--- config.mk ---
export PLATFORM = sky130hd
export DESIGN_NAME = decimated_rms_envelope
export DESIGN_NICKNAME = d
export VERILOG_FILES = /design/src/drms_pkg.sv /design/src/drms_cdiv.sv /design/src/drms_isqrt.sv /design/src/decimated_rms_envelope.sv
export SDC_FILE = /design/constraint.sdc
export NUM_CORES = 1
export LEC_CHECK = 0
export ABC_AREA = 1
export CAP_MARGIN = 5
export CORE_UTILIZATION = 50
export CTS_CLUSTER_SIZE = 30
export DETAILED_ROUTE_END_ITERATION = 16
export DONT_BUFFER_PORTS = 1
export PLACE_DENSITY = 0.75
export SETUP_SLACK_MARGIN = 0.05
export SKIP_CTS_REPAIR_TIMING = 1
export SLEW_MARGIN = 20
export SYNTH_ARGS = -nofsm -noshare
export SYNTH_HDL_FRONTEND = slang
export SYNTH_SLANG_ARGS = --single-unit
export TNS_END_PERCENT = 1
--- constraint.sdc ---
create_clock -name clk -period 2.71 [get_ports clk]
set_input_delay 0.271 -clock clk [delete_from_list [all_inputs] [get_ports clk]]
set_output_delay 0.271 -clock clk [all_outputs]
set_load 0.02 [all_outputs]
--- src/drms_pkg.sv ---
// drms_pkg: widths, constants and FSM state type for the decimated RMS envelope.
// No dependencies; used by every module of the block.
package drms_pkg;

    localparam int EMG_W   = 10;
    localparam int ACC_W   = 10;
    localparam int DEC_W   = 16;
    localparam int RMS_W   = 18;
    localparam int RMSC_W  = 19;
    localparam int ACCC_W  = 11;
    localparam int MS_W    = 34;
    localparam int FRAC_W  = 16;
    localparam int SQR_W   = 19;
    localparam int DIVD_W  = SQR_W + FRAC_W;
    localparam int ROOT_W  = MS_W / 2;
    localparam int MID     = 512;

    localparam int SMOOTH_LENGTH_DEF = 16;

    typedef enum logic [2:0] {
        ST_IDLE,
        ST_LOAD,
        ST_DIV,
        ST_UPD,
        ST_RSTART,
        ST_ROOT,
        ST_EMIT
    } state_t;

endpackage

--- src/drms_cdiv.sv ---
// drms_cdiv: bit-serial restoring divider by a constant, one quotient bit per cycle.
// Depends on drms_pkg for its default parameter values.
module drms_cdiv #(
    parameter int DIVISOR = drms_pkg::SMOOTH_LENGTH_DEF,
    parameter int DW      = drms_pkg::DIVD_W
) (
    input  logic          clk,
    input  logic          rst_n,
    input  logic          start,
    input  logic [DW-1:0] dividend,
    output logic          done,
    output logic [DW-1:0] quotient
);

    localparam int RW = (DIVISOR > 2) ? $clog2(DIVISOR) : 1;
    localparam int CW = $clog2(DW + 1);
    localparam logic [RW:0] M_V = (RW + 1)'(DIVISOR);

    logic          busy_reg;
    logic          done_reg;
    logic [CW-1:0] cnt_reg;
    logic [DW-1:0] sh_reg;
    logic [RW-1:0] rem_reg;
    logic [RW:0]   trial;
    logic          qbit;
    logic [RW-1:0] rem_next;

    assign trial    = {rem_reg, sh_reg[DW-1]};
    assign qbit     = (trial >= M_V);
    assign rem_next = qbit ? RW'(trial - M_V) : trial[RW-1:0];

    always_ff @(posedge clk or negedge rst_n)
    begin
        if (!rst_n)
        begin
            busy_reg <= 1'b0;
            done_reg <= 1'b0;
            cnt_reg  <= '0;
        end
        else
        begin
            done_reg <= 1'b0;
            if (start)
            begin
                busy_reg <= 1'b1;
                cnt_reg  <= CW'(DW);
            end
            else if (busy_reg)
            begin
                cnt_reg <= cnt_reg - 1'b1;
                if (cnt_reg == CW'(1))
                begin
                    busy_reg <= 1'b0;
                    done_reg <= 1'b1;
                end
            end
        end
    end

    always_ff @(posedge clk)
    begin
        if (start)
        begin
            sh_reg  <= dividend;
            rem_reg <= '0;
        end
        else if (busy_reg)
        begin
            sh_reg  <= {sh_reg[DW-2:0], qbit};
            rem_reg <= rem_next;
        end
    end

    assign done     = done_reg;
    assign quotient = sh_reg;

endmodule

--- src/drms_isqrt.sv ---
// drms_isqrt: bit-serial restoring integer square root, one root bit per cycle.
// Depends on drms_pkg for the radicand and root widths.
module drms_isqrt (
    input  logic                        clk,
    input  logic                        rst_n,
    input  logic                        start,
    input  logic [drms_pkg::MS_W-1:0]   radicand,
    output logic                        done,
    output logic [drms_pkg::ROOT_W-1:0] root
);
    import drms_pkg::*;

    localparam int REM_W = ROOT_W + 1;
    localparam int CW    = $clog2(ROOT_W + 1);

    logic             busy_reg;
    logic             done_reg;
    logic [CW-1:0]    cnt_reg;
    logic [MS_W-1:0]  sh_reg;
    logic [REM_W-1:0] rem_reg;
    logic [ROOT_W-1:0] root_reg;
    logic [REM_W+1:0] part;
    logic [REM_W+1:0] trial;
    logic             ge;
    logic [REM_W-1:0] rem_next;
    logic [ROOT_W-1:0] root_next;

    assign part      = {rem_reg, sh_reg[MS_W-1 -: 2]};
    assign trial     = (REM_W + 2)'({root_reg, 2'b01});
    assign ge        = (part >= trial);
    assign rem_next  = ge ? REM_W'(part - trial) : REM_W'(part);
    assign root_next = {root_reg[ROOT_W-2:0], ge};

    always_ff @(posedge clk or negedge rst_n)
    begin
        if (!rst_n)
        begin
            busy_reg <= 1'b0;
            done_reg <= 1'b0;
            cnt_reg  <= '0;
        end
        else
        begin
            done_reg <= 1'b0;
            if (start)
            begin
                busy_reg <= 1'b1;
                cnt_reg  <= CW'(ROOT_W);
            end
            else if (busy_reg)
            begin
                cnt_reg <= cnt_reg - 1'b1;
                if (cnt_reg == CW'(1))
                begin
                    busy_reg <= 1'b0;
                    done_reg <= 1'b1;
                end
            end
        end
    end

    always_ff @(posedge clk)
    begin
        if (start)
        begin
            sh_reg   <= radicand;
            rem_reg  <= '0;
            root_reg <= '0;
        end
        else if (busy_reg)
        begin
            sh_reg   <= {sh_reg[MS_W-3:0], 2'b00};
            rem_reg  <= rem_next;
            root_reg <= root_next;
        end
    end

    assign done = done_reg;
    assign root = root_reg;

endmodule

--- src/decimated_rms_envelope.sv ---
// decimated_rms_envelope: leaky mean-square RMS follower with decimated emission.
// One frame at a time: the next frame is taken only once the previous one has finished, output stall included.
// Result registered after the divide, update, root and emit states; 35-step dividers, 17-step root.
// Output register holds a result while the next frame is taken.
// rst_n asynchronous active low: mean square, counters, history and decimation to zero.
// Depends on drms_pkg, drms_cdiv and drms_isqrt.
module decimated_rms_envelope #(
    parameter int SMOOTH_LENGTH = drms_pkg::SMOOTH_LENGTH_DEF
) (
    input  logic                              clk,
    input  logic                              rst_n,
    input  logic                              in_valid,
    output logic                              in_stall,
    input  logic [drms_pkg::EMG_W-1:0]        emg_sample,
    input  logic [drms_pkg::ACC_W-1:0]        accel_z,
    input  logic                              button_raw,
    output logic                              out_valid,
    input  logic                              out_stall,
    output logic [drms_pkg::RMS_W-1:0]        rms_level,
    output logic signed [drms_pkg::RMSC_W-1:0] rms_change,
    output logic signed [drms_pkg::ACCC_W-1:0] accel_change,
    output logic                              button_down,
    output logic                              press_event,
    output logic                              release_event,
    input  logic                              cfg_valid,
    output logic                              cfg_ready,
    input  logic [drms_pkg::DEC_W-1:0]        cfg_data
);
    import drms_pkg::*;

    localparam logic [MS_W-1:0] MS_MAX = '1;

    state_t state_reg, state_next;

    logic [DEC_W-1:0]  dec_reg;
    logic [DEC_W-1:0]  skip_reg;
    logic [MS_W-1:0]   ms_reg;
    logic [SQR_W-1:0]  sq_reg;
    logic [ACC_W-1:0]  accel_reg;
    logic              braw_reg;
    logic [RMS_W-1:0]  last_rms_reg;
    logic [ACC_W-1:0]  last_accel_reg;
    logic              last_button_reg;
    logic              out_valid_reg;
    logic [RMS_W-1:0]  rms_out_reg;
    logic [RMSC_W-1:0] rmsc_out_reg;
    logic [ACCC_W-1:0] accc_out_reg;
    logic              down_out_reg;
    logic              press_out_reg;
    logic              release_out_reg;

    logic              div_start;
    logic              root_start;
    logic              div_done_a;
    logic              div_done_b;
    logic [DIVD_W-1:0] q_ms;
    logic [DIVD_W-1:0] q_sq;
    logic              root_done;
    logic [ROOT_W-1:0] root;

    logic signed [EMG_W:0] ctr;
    logic [EMG_W-1:0]  mag;
    logic [DIVD_W-1:0] ms_sum;
    logic [MS_W-1:0]   ms_new;
    logic              emit;
    logic              out_free;
    logic              in_accept;
    logic [RMS_W-1:0]  rms_val;
    logic              down;

    assign in_accept = in_valid && !in_stall;
    assign cfg_ready = 1'b1;
    assign ctr       = $signed({1'b0, emg_sample}) - $signed((EMG_W + 1)'(MID));
    assign mag       = ctr[EMG_W] ? EMG_W'(-ctr) : EMG_W'(ctr);
    assign ms_sum    = DIVD_W'(ms_reg) - q_ms + q_sq;
    assign ms_new    = (ms_sum > DIVD_W'(MS_MAX)) ? MS_MAX : ms_sum[MS_W-1:0];
    assign emit      = (skip_reg >= dec_reg);
    assign out_free  = !out_valid_reg || !out_stall;
    assign rms_val   = RMS_W'(root);
    assign down      = ~braw_reg;

    drms_cdiv #(
        .DIVISOR (SMOOTH_LENGTH),
        .DW      (DIVD_W)
    ) u_div_ms (
        .clk      (clk),
        .rst_n    (rst_n),
        .start    (div_start),
        .dividend (DIVD_W'(ms_reg)),
        .done     (div_done_a),
        .quotient (q_ms)
    );

    drms_cdiv #(
        .DIVISOR (SMOOTH_LENGTH),
        .DW      (DIVD_W)
    ) u_div_sq (
        .clk      (clk),
        .rst_n    (rst_n),
        .start    (div_start),
        .dividend ({sq_reg, {FRAC_W{1'b0}}}),
        .done     (div_done_b),
        .quotient (q_sq)
    );

    drms_isqrt u_isqrt (
        .clk      (clk),
        .rst_n    (rst_n),
        .start    (root_start),
        .radicand (ms_reg),
        .done     (root_done),
        .root     (root)
    );

    always_comb
    begin
        state_next = state_reg;
        unique case (state_reg)
            ST_IDLE:   if (in_valid) state_next = ST_LOAD;
            ST_LOAD:   state_next = ST_DIV;
            ST_DIV:    if (div_done_a) state_next = ST_UPD;
            ST_UPD:    state_next = emit ? ST_RSTART : ST_IDLE;
            ST_RSTART: state_next = ST_ROOT;
            ST_ROOT:   if (root_done) state_next = ST_EMIT;
            ST_EMIT:   if (out_free) state_next = ST_IDLE;
            default:   state_next = ST_IDLE;
        endcase
    end

    always_comb
    begin
        in_stall   = 1'b1;
        div_start  = 1'b0;
        root_start = 1'b0;
        unique case (state_reg)
            ST_IDLE:   in_stall   = 1'b0;
            ST_LOAD:   div_start  = 1'b1;
            ST_RSTART: root_start = 1'b1;
            default:   ;
        endcase
    end

    always_ff @(posedge clk or negedge rst_n)
    begin
        if (!rst_n)
        begin
            state_reg       <= ST_IDLE;
            dec_reg         <= '0;
            skip_reg        <= '0;
            ms_reg          <= '0;
            last_rms_reg    <= '0;
            last_accel_reg  <= '0;
            last_button_reg <= 1'b0;
            out_valid_reg   <= 1'b0;
        end
        else
        begin
            state_reg <= state_next;
            if (cfg_valid && cfg_ready)
            begin
                dec_reg <= cfg_data;
            end
            if (state_reg == ST_UPD)
            begin
                ms_reg   <= ms_new;
                skip_reg <= emit ? '0 : skip_reg + 1'b1;
            end
            if (state_reg == ST_EMIT && out_free)
            begin
                out_valid_reg   <= 1'b1;
                last_rms_reg    <= rms_val;
                last_accel_reg  <= accel_reg;
                last_button_reg <= down;
            end
            else if (out_valid_reg && !out_stall)
            begin
                out_valid_reg <= 1'b0;
            end
        end
    end

    always_ff @(posedge clk)
    begin
        if (in_accept)
        begin
            sq_reg    <= SQR_W'(mag * mag);
            accel_reg <= accel_z;
            braw_reg  <= button_raw;
        end
        if (state_reg == ST_EMIT && out_free)
        begin
            rms_out_reg     <= rms_val;
            rmsc_out_reg    <= RMSC_W'(rms_val) - RMSC_W'(last_rms_reg);
            accc_out_reg    <= ACCC_W'(accel_reg) - ACCC_W'(last_accel_reg);
            down_out_reg    <= down;
            press_out_reg   <= down && !last_button_reg;
            release_out_reg <= !down && last_button_reg;
        end
    end

    assign out_valid     = out_valid_reg;
    assign rms_level     = rms_out_reg;
    assign rms_change    = $signed(rmsc_out_reg);
    assign accel_change  = $signed(accc_out_reg);
    assign button_down   = down_out_reg;
    assign press_event   = press_out_reg;
    assign release_event = release_out_reg;

    // transaction accepted only from idle and always enters the load step
    assert property (@(posedge clk) disable iff (!rst_n)
        in_accept |=> state_reg == ST_LOAD)
        else $error("accepted transaction did not start load");

    assert property (@(posedge clk) disable iff (!rst_n)
        div_done_a |-> (div_done_b && state_reg == ST_DIV))
        else $error("divider done out of step");

    assert property (@(posedge clk) disable iff (!rst_n)
        root_done |-> state_reg == ST_ROOT)
        else $error("square root done outside root state");

    assert property (@(posedge clk) disable iff (!rst_n)
        $rose(out_valid_reg) |-> $past(state_reg == ST_EMIT))
        else $error("result appeared without emit step");

endmodule

==> results.tsv, run 1 <==
stage	metric	value	unit
run_status	status	finished with violations	
run_status	failing checks	negative hold slack, negative setup slack	
pwr	VDD IR max	0.7369	mV
global_routing	GRT Util Overall	25.21	%
global_routing	grt ovf	0	
floorplanning	row cnt	77	
routing	Post-Route WL	58460	um
placed_design	gpl congestion	0.9469	
cts	clk_lat worst skew	570	ps
routing	via count	18710	
global_routing	initial antenna violation count	0	
global_routing	pin count of the biggest net entering global routing	121	
placed_design	IO Port Bufs	0	
pwr	Total Power	0.01590	W
synthesis	post-synthesis mux area share	0.05008	%
placed_design	pre-CTS setup slack	-2472	ps
synthesis	sequential area share after synthesis	40.73	%
layout	# fillers	3756	
floorplanning	die footprint	45830	um2
synthesis	top cell type's share of synthesized area	22.03	%
setup_path	worst path arrival time	4850	ps
routing	drt first pass iters	5	
cts	CTS clk-pin slew, worst paths	60	ps
synthesis	Mean Syn Cell Area	8.210	um2
synthesis	Synth Area in XOR/XNOR	2.954	%
synthesis	post-synthesis compound-gate area fraction	10.76	%
layout	leading cell type in the layout, fill and taps excluded	nand2_1	
routing	Routed wire per std cell	16.14	um
layout	most frequent cells in the layout	613 x nand2_1, 526 x inv_1, 237 x buf_4	
cts	clk sinks	345	
synthesis	EDFF count, synth	165	
pwr	fraction of power spent switching nets	30.40	%
sta	final hold vios	121	
sta	setup TNS	-23640	ps
global_routing	global-route wire length before repair	93720	um
routing	Routed Antenna Nets	0	
synthesis	Yosys warning total	0	
routing	Max Used Layer	met4	
synthesis	Main synth FF type	edfxtp_1	
cts	CTS tree	done	
layout	# diodes	0	
routing	met2 WL post-DR	28320	um
pwr	P_sw	0.004833	W
floorplanning	Die Y	214.1	um
pwr	internal power	0.01106	W
routing	metal3 WL	2829	um
layout	Syn-to-layout area delta	20.33	%
pwr	Gate power share	31.7	%
synthesis	top cells by area, synth	edfxtp_1 22%, dfrtp_1 13%, nand2_1 11%	
setup_path	Critical Path Fanout Max	4	
setup_path	CP Launch Type	input port	
sta	Slew Viols, Final	0	
placed_design	Placed Instances	3518	
synthesis	Adder-Cell Fraction of Synth Area	15.92	%
synthesis	post-synthesis cell type count	60	
synthesis	top cell type by total area after synthesis	edfxtp_1	
setup_path	Setup Crit Path Kind	in2reg	
sta	final worst slack	-1825	ps
sta	worst-margin pin slew	914.1	ps
pwr	static leakage	13.84	nW
sta	hold_ws	-599.4	ps
sta	fin crit share	167.3	%
floorplanning	core area	44320	um2
floorplanning	width of the die	214.1	um
setup_path	Worst R2R Path Depth	18	
sta	Max-slew headroom	38.86	%
hold_path	worst hold-check path type	in2async	
synthesis	Syn Inst Count	2739	
floorplanning	Initial Util	50.74	%
setup_path	CP endpoint kind	flip-flop	
sta	Tmin final	4535	ps
global_routing	vias in the first global route	18810	
cts	Root Driver	clkbuf_16	
floorplanning	io pins	96	
synthesis	FFs w/ async S/R, synth	34.78	%
pwr	Clk network pwr share	32.9	%
synthesis	synthesized flop and latch total	345	
sta	RSZ-0062 raised after global routing	yes	
synthesis	simple-gate share of the synthesized area	19.15	%
routing	drt initial violations	1410	
cts	Clock Path Buffers	3	
synthesis	Mapped Area	22490	um2
cts	H-tree levels	2	
synthesis	largest family of logic cells by synthesized area	simple AND/OR/NAND/NOR gates	
sta	skew final	25.44	ps
layout	share of layout cells above drive strength 1	15.45	%
flow_run	# Max-Cap Violations	0	
sta	final setup vio count	40	
layout	final net count	3279	
pwr	PD cells	587.4	nW/um2
placed_design	DP HPWL	44020	um
routing	Met1 Wirelength	25620	um
setup_path	worst path required time	3020	ps
pwr	sequential power share	35.4	%
routing	vias per cell	5.164	
layout	Non-Filler Instances	3622	
cts	total CTS buffers	39	
routing	Post-route DRC	0	
sta	Fmax achieved	220.5	MHz
area by class of cell:
cell class              instances  area (um2)  area share (%)
well taps                     592       740.7           2.737
inverters                     552        2113           7.810
clock buffers                  55        1127           4.166
repair buffers                269        2120           7.833
multi-input cells            1793       11670           43.12
flip-flops and latches        345        9159           33.85
clock inverters                16       132.6          0.4901
power by group through the flow:
stage | Clock (W) | Combinational [W] | Sequential (W)
floorplan | 0 | 0.00303 | 0.00574
global placement | 0 | 0.00431 | 0.00574
detailed placement | 0 | 0.00448 | 0.00574
CTS | 0.00530 | 0.00448 | 0.00563
global route | 0.00550 | 0.00554 | 0.00563
finish | 0.00522 | 0.00504 | 0.00563
Yosys cell counts, drive strengths merged, types with 4 or more instances:
cell type,n
a21o,8
a21oi,133
a22oi,39
a31oi,6
buf,17
clkbuf,39
clkinv,5
dfrtp,120
dfxtp,60
edfxtp,165
fa,82
ha,155
inv,547
nand2,646
nand3,94
nand3b,10
nand4,23
nor2,222
nor3,26
nor4,7
o211ai,6
o21a,4
o21ai,205
o21bai,14
or2,8
xnor2,15
xor2,60
cell families (layout without fill, tap and decap cells):
logic type               count (synthesis)  count (layout)
adder cells (fa/ha/maj)                237             237
multiplexers                             1               1
AO/OA/AOI/OAI                          429             429
XOR/XNOR                                75              75
buffers and inverters                  608             892
AND/OR/NAND/NOR                       1042            1042
flip-flops                             345             345
other                                    2               9
through the flow:
stage | instance area, um2 | util (%)
floorplan | 22840 | -
finish | 27060 | 61.06
global route | 27060 | 61.06
global placement | 25130 | 56.71
CTS | 26390 | 59.55
detailed placement | 25130 | 56.71
final timing paths:
path                                  startpoint                  end  slack, ps
setup / recovery                   emg_sample[1]           sq_reg[16]      -1830
hold / removal                             rst_n    last_accel_reg[5]       -600
setup reg to reg           u_div_ms.quotient[13]            ms_reg[3]       -110
hold reg to reg              u_div_sq.rem_reg[1]  u_div_sq.rem_reg[1]        470
max in group asynchronous                  rst_n           ms_reg[14]       3100
min in group clk                        in_valid         state_reg[1]          0
worst max-delay path: stages:
cell	delay, ps
inv_2	50
ha_4	130
nand2_2	70
nor3_4	180
nand2_1	90
buf_4	150
nand3_2	60
nand2_2	80
inv_4	70
nor2_4	30
buf_4	120
fa_1	460
fa_1	550
fa_1	440
fa_1	510
inv_1	50
fa_1	490
inv_2	50
ha_4	260
a21oi_4	160
o21ai_1	100
nand2_1	90
nand3_2	80
nand3_1	90
nand2_1	60
xor2_1	140
per-layer routing:
| metal | track usage, % | up-vias |
|---|---|---|
| met2 | 43.20 | 463 |
| met5 | 0 | - |
| met1 | 32.57 | 8918 |
| met3 | 3.560 | 108 |
| li1 | - | 9216 |
| met4 | 8.976 | 0 |
No activity file was read; power rests on OpenSTA's default activity.
==> run 2, diff against run 1 <==
--- a/config.mk
+++ b/config.mk
@@ -11,7 +11,7 @@
 export CTS_CLUSTER_SIZE = 30
 export DETAILED_ROUTE_END_ITERATION = 16
 export DONT_BUFFER_PORTS = 1
-export PLACE_DENSITY = 0.75
+export PLACE_DENSITY = 0.66
 export SETUP_SLACK_MARGIN = 0.05
 export SKIP_CTS_REPAIR_TIMING = 1
 export SLEW_MARGIN = 20
==> results.tsv, run 2 (synthesized netlist as in run 1, its figures left out) <==
stage	metric	value	unit	change
sta	Max-slew headroom	41.53	%	+2.7 points
floorplanning	core area	44320	um2	unchanged
setup_path	Critical Path Fanout Max	5		+1
routing	Routed Antenna Nets	0		unchanged
pwr	internal power	0.01150	W	+3.9%
global_routing	initial antenna violation count	0		unchanged
setup_path	Worst R2R Path Depth	15		-3
cts	CTS clk-pin slew, worst paths	50	ps	about the same
layout	leading cell type in the layout, fill and taps excluded	nand2_1		
cts	Root Driver	clkbuf_16		
layout	total area of sequential cells	9159	um2	unchanged
placed_design	gpl congestion	0.9467		about the same
floorplanning	width of the die	214.1	um	unchanged
global_routing	grt ovf	0		unchanged
cts	total CTS buffers	39		unchanged
routing	Post-Route WL	54580	um	-6.6%
routing	Routed wire per std cell	14.98	um	-7.2%
global_routing	global-route wire length before repair	91490	um	-2.4%
global_routing	pin count of the biggest net entering global routing	121		unchanged
placed_design	Placed Instances	3538		+0.57%
sta	Tmin final	4468	ps	-66.62 ps
layout	share of layout cells above drive strength 1	17.17	%	+1.7 points
sta	fin crit share	164.9	%	-2.5 points
layout	# diodes	0		unchanged
sta	skew final	29.91	ps	+4.470 ps
floorplanning	row cnt	77		unchanged
setup_path	Setup Crit Path Kind	in2reg		
sta	worst-margin pin slew	874.2	ps	-39.82 ps
run_status	status	finished with violations		
pwr	fraction of power spent switching nets	30.14	%	-0.26 points
placed_design	DP HPWL	41690	um	-5.3%
floorplanning	io pins	96		unchanged
setup_path	worst path arrival time	4790	ps	-60 ps
sta	setup TNS	-22090	ps	+1559 ps
sta	final worst slack	-1758	ps	+66.62 ps
floorplanning	Die Y	214.1	um	unchanged
layout	area of the multi-input gates	11830	um2	+1.4%
sta	final setup vio count	20		-50%
layout	final net count	3299		+0.61%
routing	drt initial violations	1069		-24%
flow_run	# Max-Cap Violations	0		unchanged
setup_path	worst path required time	3030	ps	about the same
placed_design	IO Port Bufs	0		unchanged
layout	Util after Layout	62.21	%	+1.1 points
layout	Non-Filler Instances	3643		+0.58%
cts	clk sinks	345		unchanged
layout	Syn-to-layout area delta	22.59	%	
floorplanning	Initial Util	50.74	%	unchanged
pwr	Total Power	0.01646	W	+3.5%
sta	hold_ws	-611.9	ps	-12.51 ps
setup_path	reg-to-reg slack, setup	-20	ps	+90 ps
routing	drt first pass iters	5		unchanged
pwr	Clk network pwr share	34.1	%	+1.2 points
hold_path	worst hold-check path type	in2async		
global_routing	vias in the first global route	18430		-2.0%
routing	via count	18310		-2.1%
sta	Slew Viols, Final	0		unchanged
cts	H-tree levels	2		unchanged
cts	Clock Path Buffers	3		unchanged
pwr	P_sw	0.004960	W	+2.6%
floorplanning	die footprint	45830	um2	unchanged
routing	vias per cell	5.027		-2.7%
routing	Post-route DRC	0		unchanged
sta	final hold vios	120		-0.83%
pwr	static leakage	14.02	nW	+1.3%
run_status	failing checks	negative hold slack, negative setup slack		
global_routing	GRT Util Overall	24.24	%	-0.97 points
pwr	PD cells	596.9	nW/um2	+1.6%
pwr	VDD IR max	0.7061	mV	-4.2%
sta	RSZ-0062 raised after global routing	yes		
pwr	Gate power share	31.7	%	about the same
layout	# fillers	3824		+1.8%
setup_path	CP Launch Type	input port		
cts	CTS tree	done		
setup_path	CP endpoint kind	flip-flop		
pwr	sequential power share	34.2	%	-1.2 points
sta	Fmax achieved	223.8	MHz	+1.5%
layout	most frequent cells in the layout	605 x nand2_1, 524 x inv_1, 248 x buf_4		
cts	clk_lat worst skew	580	ps	about the same
run 2: changes by cell type in the layout (fill, tap and decap cells not counted), sizes merged:
cell	previous run	this run
clkbuf	55	53
bufinv	1	5
clkinvlp	2	1
buf	239	259
run 2: final cells by class:
cell class                 count  share of cell area [%]
sequential                   345                   33.22
tap                          592                   2.687
timing repair buffer         289                   8.546
inverter                     552                   7.665
clock inverter                19                   1.012
multi-input combinational   1793                   42.92
clock buffer                  53                   3.948
run 2: stage by stage:
step	area (um2)	hold WS (ps)	worst slack [ps]
finish	27570	-611.9	-1758
global route	27570	-633.0	-1972
CTS	26720	-633.1	-1798
detailed placement	25350	-21.43	-2397
global placement	25350	-21.46	-2352
floorplan	22840	-24.59	-2034
run 2: power by group through the flow:
stage               clock [W]  sequential (W)  combinational, W
finish                0.00561         0.00563           0.00522
global route          0.00592         0.00563           0.00579
CTS                   0.00572         0.00563           0.00478
detailed placement          0         0.00574           0.00474
global placement            0         0.00574           0.00465
floorplan                   0         0.00574           0.00303
run 2: critical path: stages:
cell	delay, ps
clkinv_16	30
ha_4	150
nand2_2	70
nor3_2	50
or2_4	270
xor2_4	200
buf_4	150
nor2_2	120
inv_1	70
fa_1	480
inv_1	50
fa_1	440
ha_1	320
fa_1	490
inv_1	50
fa_1	490
inv_2	50
ha_4	220
a21oi_2	170
a21boi_2	230
o21ai_2	130
a21oi_2	160
inv_1	50
nand2_1	50
nand2_1	40
run 2: worst paths after layout:
kind / start / to
max in group asynchronous: rst_n / ms_reg[14]
worst min register to register: u_div_sq.rem_reg[3] / u_div_sq.rem_reg[3]
worst min-delay path: rst_n / last_accel_reg[5]
worst max register to register: u_div_ms.quotient[9] / ms_reg[21]
worst max-delay path: emg_sample[0] / sq_reg[18]
min in group clk: in_valid / state_reg[1]
run 2: metal layers:
metal | share of wire (%) | vias to the layer above | track usage (%)
met5 | 0 | - | 0
met4 | 1.6 | 0 | 5.833
met3 | 3.3 | 70 | 2.582
met2 | 47 | 301 | 40.66
met1 | 48 | 8671 | 33.71
li1 | - | 9271 | -
==> run 3, diff against run 2 <==
--- a/config.mk
+++ b/config.mk
@@ -7,11 +7,11 @@
 export LEC_CHECK = 0
 export ABC_AREA = 1
 export CAP_MARGIN = 5
-export CORE_UTILIZATION = 50
+export CORE_UTILIZATION = 56
 export CTS_CLUSTER_SIZE = 30
 export DETAILED_ROUTE_END_ITERATION = 16
 export DONT_BUFFER_PORTS = 1
-export PLACE_DENSITY = 0.66
+export PLACE_DENSITY = 0.72
 export SETUP_SLACK_MARGIN = 0.05
 export SKIP_CTS_REPAIR_TIMING = 1
 export SLEW_MARGIN = 20
==> constraint.sdc (replaced) <==
create_clock -name clk -period 2.71 [get_ports clk]
set_input_delay 0.1355 -clock clk [delete_from_list [all_inputs] [get_ports clk]]
set_output_delay 0.1355 -clock clk [all_outputs]
set_load 0.02 [all_outputs]
==> results.tsv, run 3 (synthesized netlist as in run 1, its figures left out) <==
stage	metric	value	unit	change
run_status	status	finished with violations		
run_status	failing checks	negative hold slack, negative setup slack		
global_routing	pin count of the biggest net entering global routing	121		unchanged
routing	Routed Antenna Nets	0		unchanged
floorplanning	width of the die	202.4	um	-5.5%
pwr	VDD IR max	0.9536	mV	+35%
floorplanning	Initial Util	56.73	%	+6.0 points
setup_path	Reg-to-Reg Start	ms_reg[20]		
setup_path	CP endpoint kind	flip-flop		
pwr	Total Power	0.01639	W	-0.41%
layout	most frequent cells in the layout	615 x nand2_1, 518 x inv_1, 244 x buf_4		
layout	leading cell type in the layout, fill and taps excluded	nand2_1		
cts	Root Driver	clkbuf_16		
routing	via count	18590		+1.5%
cts	CTS tree	done		
setup_path	Worst R2R Path Depth	16		+1
layout	final net count	3291		-0.24%
layout	Syn-to-layout area delta	21.08	%	
floorplanning	core area	39640	um2	-11%
global_routing	vias in the first global route	18290		-0.74%
cts	H-tree levels	2		unchanged
placed_design	IO Port Bufs	0		unchanged
sta	skew final	14.16	ps	-15.76 ps
sta	RSZ-0062 raised after global routing	yes		
pwr	static leakage	13.94	nW	-0.59%
sta	Max-slew headroom	32.88	%	-8.6 points
floorplanning	row cnt	73		-5.2%
setup_path	Worst path slowest cell	fa_1		
sta	final setup vio count	25		+25%
sta	final worst slack	-1751	ps	+6.930 ps
setup_path	worst path required time	3010	ps	-20 ps
layout	Finished Cell Area	27230	um2	-1.2%
setup_path	Crit path max-delay family	adder cells		
setup_path	sum of buffers and inverters on the critical path	8		+1
setup_path	Critical Path Fanout Max	6		+1
cts	Clock Path Buffers	3		unchanged
cts	CTS clk-pin slew, worst paths	60	ps	about the same
routing	Routed wire per std cell	15.57	um	+3.9%
sta	hold_ws	-717.8	ps	-105.9 ps
global_routing	GRT Util Overall	27.14	%	+2.9 points
sta	Slew Viols, Final	0		unchanged
routing	Post-route DRC	0		unchanged
routing	drt first pass iters	7		+2
layout	# diodes	0		unchanged
sta	final hold vios	120		unchanged
pwr	PD cells	601.9	nW/um2	+0.83%
cts	total CTS buffers	38		-2.6%
floorplanning	die footprint	40960	um2	-11%
routing	Post-Route WL	55540	um	+1.8%
sta	Tmin final	4461	ps	-6.930 ps
hold_path	worst hold-check path type	in2async		
floorplanning	io pins	96		unchanged
setup_path	CP Launch Type	input port		
global_routing	grt ovf	0		unchanged
setup_path	Critical Path Max Stage Delay	590	ps	+100 ps
routing	drt initial violations	1229		+15%
setup_path	Worst R2R End	ms_reg[33]		
layout	share of layout cells above drive strength 1	16.37	%	-0.80 points
global_routing	global-route wire length before repair	90230	um	-1.4%
setup_path	worst path arrival time	4760	ps	-30 ps
sta	worst-margin pin slew	1007	ps	+132.6 ps
cts	clk_lat worst skew	550	ps	-30 ps
setup_path	Setup Crit Path Kind	in2reg		
cts	clk sinks	345		unchanged
sta	Fmax achieved	224.1	MHz	+0.16%
setup_path	reg-to-reg slack, setup	-50	ps	-30 ps
placed_design	post-place instance area	25120	um2	-0.90%
global_routing	initial antenna violation count	0		unchanged
flow_run	# Max-Cap Violations	0		unchanged
placed_design	DP HPWL	41510	um	-0.43%
floorplanning	Die Y	202.4	um	-5.5%
routing	vias per cell	5.212		+3.7%
sta	fin crit share	164.6	%	-0.26 points
placed_design	gpl congestion	0.9288		-1.9%
## run 3: worst max path at each step
stage             startpoint         end  slack, ps  cells past startpoint
3_3_place_gp   emg_sample[1]  sq_reg[17]      -2200                     26
3_5_place_dp   emg_sample[1]  sq_reg[16]      -2250                     23
4_1_cts        emg_sample[1]  sq_reg[16]      -1670                     23
5_1_grt        emg_sample[1]  sq_reg[13]      -1960                     27
6_report       emg_sample[1]  sq_reg[13]      -1750                     27
2_1_floorplan  emg_sample[0]  sq_reg[18]      -1900                     24
## run 3: area by class of cell
cell class / count / area, um2
Timing Repair Buffer: 282 / 2265
Clock inverter: 19 / 147.6
Tap cell: 525 / 656.9
Fill cell: 3211 / 12410
Multi-Input combinational cell: 1793 / 11810
Clock buffer: 51 / 1071
Inverter: 552 / 2120
Sequential cell: 345 / 9159
## run 3: worst reg2reg max path, cell delays in order (launching register included)
cell	delay (ps)
dfrtp_1	350
inv_1	80
fa_1	530
inv_1	40
ha_1	310
buf_4	160
a21oi_1	230
nand2_1	150
buf_4	150
nand2_1	50
nand2_1	80
a21oi_1	180
nand4_1	100
nand2_1	80
nand2_1	50
nand2_1	70
nand2_1	50
## run 3: power breakdown
group          switching [W]  total, W  internal, W
Clock                0.00213   0.00503      0.00290
Combinational        0.00298   0.00572      0.00274
Sequential        0.00000623   0.00563      0.00563
Total                0.00512    0.0164       0.0113
## run 3: per-layer routing
metal | up-vias | share of wire (%) | routed length (um) | track usage (%)
met5 | - | 0 | 0 | 0
met4 | 0 | 1.6 | 897 | 7.250
met3 | 63 | 3.9 | 2147 | 2.999
met2 | 387 | 48 | 26870 | 45.83
met1 | 8894 | 46 | 25630 | 37.11
li1 | 9248 | - | - | -
## run 3: through the flow
| step | utilization, % | setup WS (ps) | cells | setup TNS, ps |
|---|---|---|---|---|
| final | 68.69 | -1751 | 3567 | -21190 |
| after floorplan | - | -1898 | 2746 | -32020 |
| after detailed placement | 63.38 | -2253 | 3457 | -35040 |
| after global routing | 68.69 | -1960 | 3567 | -29100 |
| after global placement | 63.38 | -2201 | 3457 | -30720 |
| after CTS | 66.45 | -1673 | 3527 | -26670 |
